==> src/design/ir_eft_pkg.sv <==
// Shared types and constants of the IR envelope frame transmitter.
`timescale 1ns / 1ps

package ir_eft_pkg;

    localparam int PERIOD_W   = 16;
    localparam int BYTE_W     = 8;
    localparam int CFG_IDX_W  = 2;
    localparam int S_TDATA_W  = 8;
    localparam int M_TDATA_W  = 24;

    localparam logic [CFG_IDX_W-1:0] CFG_START_STOP = 2'd0;
    localparam logic [CFG_IDX_W-1:0] CFG_DATA_BIT   = 2'd1;
    localparam logic [CFG_IDX_W-1:0] CFG_FRAME_GAP  = 2'd2;

    localparam logic [PERIOD_W-1:0] START_STOP_RST = 16'd1000;
    localparam logic [PERIOD_W-1:0] DATA_BIT_RST   = 16'd2000;
    localparam logic [PERIOD_W-1:0] FRAME_GAP_RST  = 16'd5000;

    // command codes carried in tuser
    localparam logic CMD_TICK = 1'b0;
    localparam logic CMD_SEND = 1'b1;

    typedef struct packed {
        logic [PERIOD_W-1:0] start_stop_period;
        logic [PERIOD_W-1:0] data_bit_period;
        logic [PERIOD_W-1:0] frame_gap_period;
    } t_cfg;

    typedef struct packed {
        logic                send_rejected;
        logic                busy_res;
        logic [PERIOD_W-1:0] period_ticks;
        logic                envelope_on;
    } t_result;

endpackage

==> src/design/ir_eft_cfg.sv <==
// Period configuration registers.
`timescale 1ns / 1ps

module ir_eft_cfg
    import ir_eft_pkg::*;
(
    input  logic                 i_clk,
    input  logic                 i_rst_n,
    input  logic                 i_cfg_we,
    input  logic [CFG_IDX_W-1:0] i_cfg_idx,
    input  logic [PERIOD_W-1:0]  i_cfg_data,
    output t_cfg                 o_cfg
);

    t_cfg r_cfg;

    always_ff @(posedge i_clk) begin
        if (!i_rst_n) begin
            r_cfg.start_stop_period <= START_STOP_RST;
            r_cfg.data_bit_period   <= DATA_BIT_RST;
            r_cfg.frame_gap_period  <= FRAME_GAP_RST;
        end else if (i_cfg_we) begin
            unique case (i_cfg_idx)
                CFG_START_STOP: r_cfg.start_stop_period <= i_cfg_data;
                CFG_DATA_BIT:   r_cfg.data_bit_period   <= i_cfg_data;
                CFG_FRAME_GAP:  r_cfg.frame_gap_period  <= i_cfg_data;
                default: ;
            endcase
        end
    end

    assign o_cfg = r_cfg;

endmodule

==> src/design/ir_eft_core.sv <==
// Frame sequencer: phase state, next-state decision and result word.
`timescale 1ns / 1ps

module ir_eft_core
    import ir_eft_pkg::*;
#(
    parameter int DATA_BITS = 8
) (
    input  logic              i_clk,
    input  logic              i_rst_n,
    input  logic              i_accept,
    input  logic              i_cmd,
    input  logic [BYTE_W-1:0] i_frame_byte,
    input  t_cfg              i_cfg,
    output t_result           o_result
);

    localparam int BIT_W = $clog2(DATA_BITS + 1);
    // wide enough to hold the byte width itself
    localparam int POS_W = (BIT_W > 4) ? BIT_W : 4;

    typedef enum logic [2:0] {
        PH_IDLE  = 3'd0,
        PH_START = 3'd1,
        PH_DATA  = 3'd2,
        PH_STOP  = 3'd3,
        PH_GAP   = 3'd4
    } t_phase;

    t_phase              r_phase, n_phase;
    logic [1:0]          r_stage, n_stage;
    logic [BIT_W-1:0]    r_bit_idx, n_bit_idx;
    logic [BYTE_W-1:0]   r_frame, n_frame;
    logic                r_env, n_env;
    logic [PERIOD_W-1:0] r_period, n_period;
    logic                n_rejected;
    logic [POS_W-1:0]    w_pos;
    logic                w_bit;

    // bits past the byte go out as zero
    assign w_pos = POS_W'(r_bit_idx);
    assign w_bit = (w_pos < POS_W'(BYTE_W)) ? r_frame[w_pos[2:0]] : 1'b0;

    always_comb begin
        n_phase    = r_phase;
        n_stage    = r_stage;
        n_bit_idx  = r_bit_idx;
        n_frame    = r_frame;
        n_env      = r_env;
        n_period   = r_period;
        n_rejected = 1'b0;
        if (i_cmd == CMD_SEND) begin
            if (r_phase == PH_IDLE) begin
                n_frame   = i_frame_byte;
                n_phase   = PH_START;
                n_stage   = 2'd0;
                n_bit_idx = '0;
            end else begin
                n_rejected = 1'b1;
            end
        end else begin
            unique case (r_phase)
                PH_IDLE: ;
                PH_START, PH_STOP: begin
                    if (r_phase == PH_START) begin
                        n_period = i_cfg.start_stop_period;
                    end
                    // high, low, high, low
                    n_env   = ~r_stage[0];
                    n_stage = r_stage + 2'd1;
                    if (r_stage == 2'd3) begin
                        if (r_phase == PH_START) begin
                            n_phase = PH_DATA;
                        end else begin
                            n_phase  = PH_GAP;
                            n_period = i_cfg.frame_gap_period;
                        end
                    end
                end
                PH_DATA: begin
                    if (r_bit_idx < BIT_W'(DATA_BITS)) begin
                        n_period  = i_cfg.data_bit_period;
                        n_env     = w_bit;
                        n_bit_idx = r_bit_idx + BIT_W'(1);
                    end else begin
                        // settle tick
                        n_period  = i_cfg.start_stop_period;
                        n_bit_idx = '0;
                        n_phase   = PH_STOP;
                    end
                end
                PH_GAP: begin
                    n_period = i_cfg.start_stop_period;
                    n_stage  = 2'd0;
                    n_phase  = PH_IDLE;
                end
                default: begin
                    n_phase = PH_IDLE;
                    n_stage = 2'd0;
                end
            endcase
        end
    end

    always_ff @(posedge i_clk) begin
        if (!i_rst_n) begin
            r_phase   <= PH_IDLE;
            r_stage   <= 2'd0;
            r_bit_idx <= '0;
            r_frame   <= '0;
            r_env     <= 1'b0;
            r_period  <= START_STOP_RST;
        end else if (i_accept) begin
            r_phase   <= n_phase;
            r_stage   <= n_stage;
            r_bit_idx <= n_bit_idx;
            r_frame   <= n_frame;
            r_env     <= n_env;
            r_period  <= n_period;
        end
    end

    assign o_result.envelope_on   = n_env;
    assign o_result.period_ticks  = n_period;
    assign o_result.busy_res      = (n_phase != PH_IDLE);
    assign o_result.send_rejected = n_rejected;

endmodule

==> src/design/ir_eft_outreg.sv <==
// Output word register; takes a new word whenever it is empty or being drained.
`timescale 1ns / 1ps

module ir_eft_outreg
    import ir_eft_pkg::*;
(
    input  logic    i_clk,
    input  logic    i_rst_n,
    input  logic    i_valid,
    output logic    o_ready,
    input  t_result i_result,
    output logic    o_valid,
    input  logic    i_ready,
    output t_result o_result
);

    logic    r_valid;
    t_result r_result;

    assign o_ready = i_rst_n && (!r_valid || i_ready);

    always_ff @(posedge i_clk) begin
        if (!i_rst_n) begin
            r_valid <= 1'b0;
        end else if (o_ready) begin
            r_valid <= i_valid;
        end
    end

    always_ff @(posedge i_clk) begin
        if (o_ready && i_valid) begin
            r_result <= i_result;
        end
    end

    assign o_valid  = r_valid;
    assign o_result = r_result;

endmodule

==> src/design/ir_envelope_frame_transmitter_top.sv <==
// An accepted input word's result is registered and appears on m_axis the next cycle.
// Throughput: one word per cycle; the sequencer state updates in the accept cycle.
// The single output register is refilled in the cycle it drains, so s_axis_tready
// only drops in reset or while a result waits and m_axis_tready is low.
// Reset (synchronous, i_rst_n low): idle phase, carrier off, periods 1000/2000/5000.
`timescale 1ns / 1ps

module ir_envelope_frame_transmitter_top
    import ir_eft_pkg::*;
#(
    parameter int DATA_BITS = 8
) (
    input  logic                 i_clk,
    input  logic                 i_rst_n,
    input  logic                 i_cfg_we,
    input  logic [CFG_IDX_W-1:0] i_cfg_idx,
    input  logic [PERIOD_W-1:0]  i_cfg_data,
    input  logic                 s_axis_tvalid,
    output logic                 s_axis_tready,
    input  logic [S_TDATA_W-1:0] s_axis_tdata,  // [7:0] frame_byte
    input  logic                 s_axis_tuser,  // [0] cmd
    output logic                 m_axis_tvalid,
    input  logic                 m_axis_tready,
    output logic [M_TDATA_W-1:0] m_axis_tdata   // [0] envelope_on, [16:1] period_ticks,
                                                // [17] busy_res, [18] send_rejected, rest 0
);

    t_cfg    w_cfg;
    t_result w_core_res;
    t_result w_out_res;
    logic    w_accept;

    assign w_accept = s_axis_tvalid && s_axis_tready;

    ir_eft_cfg u_cfg (
        .i_clk      (i_clk),
        .i_rst_n    (i_rst_n),
        .i_cfg_we   (i_cfg_we),
        .i_cfg_idx  (i_cfg_idx),
        .i_cfg_data (i_cfg_data),
        .o_cfg      (w_cfg)
    );

    ir_eft_core #(
        .DATA_BITS (DATA_BITS)
    ) u_core (
        .i_clk        (i_clk),
        .i_rst_n      (i_rst_n),
        .i_accept     (w_accept),
        .i_cmd        (s_axis_tuser),
        .i_frame_byte (s_axis_tdata[BYTE_W-1:0]),
        .i_cfg        (w_cfg),
        .o_result     (w_core_res)
    );

    ir_eft_outreg u_out (
        .i_clk    (i_clk),
        .i_rst_n  (i_rst_n),
        .i_valid  (s_axis_tvalid),
        .o_ready  (s_axis_tready),
        .i_result (w_core_res),
        .o_valid  (m_axis_tvalid),
        .i_ready  (m_axis_tready),
        .o_result (w_out_res)
    );

    assign m_axis_tdata = M_TDATA_W'(w_out_res);

endmodule

==> config.mk <==
export PLATFORM = sky130hd
export DESIGN_NAME = ir_envelope_frame_transmitter_top
export DESIGN_NICKNAME = d
export VERILOG_FILES = /design/src/design/ir_eft_pkg.sv /design/src/design/ir_eft_cfg.sv /design/src/design/ir_eft_core.sv /design/src/design/ir_eft_outreg.sv /design/src/design/ir_envelope_frame_transmitter_top.sv
export SDC_FILE = /design/constraint.sdc
export NUM_CORES = 1
export LEC_CHECK = 0
export BUFFER_PORTS_ARGS = -buffer_cell sky130_fd_sc_hd__buf_2
export CORE_MARGIN = 5
export CORE_UTILIZATION = 52
export DETAILED_ROUTE_END_ITERATION = 10
export GPL_ROUTABILITY_DRIVEN = 0
export MAX_ROUTING_LAYER = met4
export PLACE_DENSITY_LB_ADDON = 0.3
export SYNTH_ARGS = -nofsm -noshare
export SYNTH_HDL_FRONTEND = slang
export SYNTH_SLANG_ARGS = --single-unit
==> constraint.sdc <==
create_clock -name i_clk -period 2.1 [get_ports i_clk]
set_clock_uncertainty 0.2 [all_clocks]
set_input_delay 0.105 -clock i_clk [delete_from_list [all_inputs] [get_ports i_clk]]
set_output_delay 0.105 -clock i_clk [all_outputs]
set_load 0.02 [all_outputs]
### Yosys cells after proc, flatten, opt, wreduce, memory -nomap -nowiden

Cells that the tools add are included.

* add/subtract/negate cells: 2
* multipliers: 0
* divide/modulo/power cells: 0
* magnitude comparators: 2
* equal/unequal tests: 9
* shift-type cells: 0
* multiplexer cells: 25
* bitwise operators: 1
* reductions and logical operators: 16

Operators with widths (number)
* $mux W16: 5
* $pmux W16 S3: 1
* $mux W4: 4
* $mux W3: 5
* $pmux W3 S3: 1
* $reduce_and A3 Y1: 3
* $eq A3 B2 Y1 const B: 2
* $reduce_and A2 Y1: 3
* $add A4 B1 Y4 const B: 1
* $eq A2 B2 Y1 const B: 2
* $lt A3 B4 Y1 const B: 1
* $lt A4 B4 Y1 const B: 1
* $mux W1: 4
* $mux W2: 2
* $ne A2 B1 Y1 const B: 2
* $pmux W2 S2: 1
* $reduce_or A2 Y1: 2
* $bmux W1 S3: 1
* $eq A3 B1 Y1 const B: 1
* $eq A3 B3 Y1 const B: 1
* $logic_not A3 Y1: 1
* $reduce_bool A3 Y1: 1
* $add A2 B1 Y2 const B: 1
* $eq A2 B1 Y1 const B: 1
* other kinds (7): 8

* flip-flop bits (word level): 102
* latch bits: 0
* bits in writable memories: 0
* ROM bits: 0
* bits of input ports: 32
* output and inout bits: 26
* word-level logic and storage cells: 69
* memories: 0

### Longest topological paths before layout

* word-level depth: 6
* gate-level depth with buffers: 7

### Modules after synthesis

From an unflattened synthesis, not the netlist that was laid out.

* cells, all modules: 477
* area, all modules: 4904.7 µm²

Modules (own cells, without submodules)
* ir_eft_core: times used 1, cells each 260, area an instance 2288.4 µm², seq. area each 680.7 µm²
* ir_eft_cfg: times used 1, cells each 185, area an instance 1940.6 µm², seq. area each 960.9 µm²
* ir_eft_outreg: times used 1, cells each 25, area an instance 628.1 µm², seq. area each 590.6 µm²
* ir_envelope_frame_transmitter_top: times used 1, cells each 7, area an instance 47.5 µm², seq. area each 0.0 µm²

### Worst setup path before layout

OpenSTA, ideal clock, no wires.

* kind: reg-to-reg
* start: register u_core.r_stage[0]
* end: register u_out.r_result (netlist bit u_out.o_result[11]) (data pin)
* library setup time: 0.268 ns
* arrival time: 1.686 ns
* path slack: -0.054 ns
* cell stages (with the launch flop): 7
* path buffers: 2
* clock period less this slack: 2.154 ns
* cell sequence: dfxtp_1 -> ha_1 -> buf_2 -> buf_2 -> mux2_2 -> a222oi_1 -> a21oi_1

* word-level cells in the longest chain between the ends: 4

Ends and longest elaborated chain
* start: declaration: line ir_eft_core.sv:31 `logic [1:0] r_stage, n_stage;`
* start signal: assignment: line ir_eft_core.sv:115 `r_stage <= n_stage;`
* $eq A2 B2 Y1: line ir_eft_core.sv:71 `if (r_stage == 2'd3) begin`
* $mux W16: line ir_eft_core.sv:71
* $pmux W16 S3: line ir_eft_core.sv:62 `unique case (r_phase)`
* $mux W16: line ir_eft_core.sv:52 `if (i_cmd == CMD_SEND) begin`
* named net u_core.n_period[10]: line ir_eft_core.sv:35 `logic [PERIOD_W-1:0] r_period, n_period;`
* end signal: assignment: line ir_eft_outreg.sv:32 `r_result <= i_result;`
* end: declaration: line ir_eft_outreg.sv:18 `t_result r_result;`

The timed path passes the listed nets, and every way through them passes these cells.
A chain may end at the register's enable or synchronous reset.

### Worst setup path in the final report

* start: register u_core.r_stage[1]
* end: register u_out.r_result (netlist bit u_out.o_result[11]) (data pin)

The elaborated chain is that of the path after synthesis.

==> flow_summary.toml <==
[outcome]
status = "completed"

[floorplan]
coreArea_mm2 = 0.008636
die_area_mm2 = 0.01071
io_pins = 58
fp.dieH_um = 103.5
dieWidth_um = 103.5
start_util_pct = 52.65
rows = 34

[power_and_ir_drop]
switching_share_pct = 27.30
vdd_drop_max_v = 0.0003635
p_leak_nw = 2.075
internal-power_w = 0.002690
p_sw_w = 0.001010
power_frac_clock_pct = 31.7
p_per_area_mw_per_mm2 = 672.6
p_comb_share_pct = 11.4
power_frac_seq_pct = 56.9

[clock_tree]
clkSinkCount = 102
worstSkewPairLatency_ps = 370
cts-root-buf = "clkbuf_8"
clk_pin_slew_worst_paths_ps = 100
cts_max_path_buffers = 2
cts_buffers = 9
h-tree-depth = 3
tritoncts = "built"

[setup_path]
path_delay_family = "compound AO/OA/AOI/OAI gates"
crit_chain = "ha_4 -> buf_12 -> mux2_2 -> a222oi_1 -> a21oi_1"
worst-endpoint-required_ps = 2010
cp-start-kind = "flip-flop"
cpMaxStageDelayCell = "a222oi_1"
end_kind = "flip-flop"
crit_buf_inv = 1
crit_arrival_ps = 1990
critPathMaxFanout = 9
cpPeakStageDelay_ps = 450
worstSetupPathType = "reg -> reg"

[global_route]
grt_pass1_wl_mm = 19.51
antenna_found_initial = 0
grt_pass1_vias = 3865
grt_overflow = 0
grt_max_degree = 41
grt.total_usage_pct = 22.76

[detailed_routing]
routed_wl_mm = 11.99
wl_per_cell_um = 17.17
drt.antenna.violating_nets = 0
drc_errors = 0
first_iter_violations = 352
vias_per_cell = 5.835
via_count = 4073
first_pass_iters = 6

[cells_and_area]
layout_common_cells = "125 x nand2_1, 80 x dfxtp_1, 53 x a21oi_1, 52 x buf_2, 28 x dlygate4sd3_1"
n_antenna_cell = 0
instances_no_fill = 698
n_fill_cell = 748
nNetsFinal = 619
syn_to_final_growth_pct = 21.02
drive_gt1_share_pct = 22.03
final_common_cell = "nand2_1"
utilization_pct = 63.72

[synthesis]
synth_area_leaders = "dfxtp_1 37%, edfxtp_1 13%, nand2_1 10%"
synth_seq_area_share_pct = 49.09
syn_area_mm2 = 0.004547
async_flop_share_pct = 0
synth_cells = 506
synth_cell_types = 55
yosysTopAreaCell = "dfxtp_1"
synthFlopType = "dfxtp_1"
yosys_register_bits = 102
synth_warnings = 0
synth_top_area_share_pct = 36.54
avgSynthCellArea_um2 = 8.986
synth_edf_count = 19

[timing]
fin_crit_ps = 2079
min_period_over_period_pct = 98.99
fmax_ghz = 0.4811
tightest_slew_ps = 735.0
tns_ps = 0
rsz0062_at_grt = "false"
setup_violations = 0
slew_viol_final = 0
slew_headroom_pct = 51.00
setup_ws_ps = 21.23
final-hold-violation-count = 0

[placement]
dp_slack_ps = -109.9
placedCellCount = 650
dp_hpwl_mm = 7.619
port_buffers = 52

[job]
maxCapViolations = 0

[min_path]
holdCritPathClass = "in -> reg"
==> sequential cells by signal (all words and copies together) (netlist names) <==
name / cells
u_core.r_phase: 3
u_core.r_stage: 2
u_core.r_period: 16
u_core.r_env: 1
u_core.r_frame: 8
u_out.o_result: 19
u_core.r_bit_idx: 4
u_cfg.o_cfg: 48
u_out.o_valid: 1
==> cell type report <==
class	count	area [um^2]	area share (%)
Sequential cell	102	2236	40.63
Multi-Input combinational cell	361	2133	38.77
Timing Repair Buffer	107	798.3	14.51
Tap cell	108	135.1	2.456
Clock buffer	10	127.6	2.319
Clock inverter	6	57.56	1.046
Inverter	4	15.01	0.2729
==> routing by layer <==
metal / wire (um) / part of all wire (%) / vias to the layer above / track usage, %
met5: 0 / 0 / - / -
met4: 259 / 2.2 / 0 / 8.716
met3: 1010 / 8.4 / 26 / 4.478
met2: 5650 / 47 / 171 / 34.43
met1: 5067 / 42 / 1923 / 30.21
li1: - / - / 1953 / -
==> cell families (layout without fill, tap and decap cells) <==
group                    count (synthesis)  after routing  share of synthesized area, %
AND/OR/NAND/NOR                        209            209                         21.00
XOR/XNOR                                 2              2                        0.3853
AO/OA/AOI/OAI                          110            110                         15.71
buffers and inverters                   47            127                         5.146
multiplexers                            33             33                         8.035
adder cells (fa/ha/maj)                  2              2                        0.5503
other                                    1              5                       0.08247
flip-flops                             102            102                         49.09
==> power groups by stage <==
stage / registers, W / logic, W / clock network, W
4_1_cts: 0.00210 / 0.000413 / 0.00119
3_5_place_dp: 0.00215 / 0.000370 / 0
3_3_place_gp: 0.00215 / 0.000360 / 0
2_1_floorplan: 0.00216 / 0.000220 / 0
6_report: 0.00211 / 0.000424 / 0.00117
5_1_grt: 0.00211 / 0.000467 / 0.00127
==> metrics by stage <==
step | hold slack (ps) | power [W] | cell area (um^2)
2_1_floorplan | 28.97 | 0.002377 | 4567
3_3_place_gp | 117.8 | 0.002506 | 4954
3_5_place_dp | 132.3 | 0.002518 | 4954
4_1_cts | 45.77 | 0.003706 | 5433
5_1_grt | 84.23 | 0.003853 | 5503
6_report | 75.26 | 0.003701 | 5503
==> final timing paths <==
path	startpoint	end	depth (start not counted)	slack, ps
hold / removal	s_axis_tuser	u_core.r_bit_idx[1]	4	80
hold reg to reg	u_cfg.o_cfg[0]	u_cfg.o_cfg[0]	2	260
setup / recovery	u_core.r_stage[1]	u_out.o_result[11]	5	20
setup reg to reg	u_core.r_stage[1]	u_out.o_result[11]	5	20
==> synth_stat cells (2+ instances only) <==
cell type  count
mux2_2        18
nand3b_1       3
dfxtp_1       83
o21ai_0       16
nand3_1       26
edfxtp_1      19
or2_2          2
and3b_1        2
and3_1         2
buf_4          9
and2_1         3
a222oi_1      15
buf_2         13
nor4b_1        2
nor2_1        21
a21oi_1       53
o211ai_1       4
o21bai_1       2
a211oi_1       6
o311ai_0       2
inv_1          3
ha_1           2
mux2i_1       14
nor3_1         3
nand4_1        3
nand2_1      125
nor2b_1        5
nand2b_1       3
clkbuf_1      20
a31oi_1        2
==> timing repair <==
item / in CTS / in global routing
hold buffers: 28 / 0
endpoints found under the hold margin: 61 / 0
setup endpoints to repair: 24 / 24
setup buffers: 1 / 2
cloned: 0 / 1
gates resized for setup: 1 / 8
pin swaps: 2 / 6
==> tightest hold or removal path: cells and delay by family <==
kind	cells	cell delay [ps]
simple gates	2	160
buf+inv	1	260
mux	1	70
(Power assumes the default switching activity.)
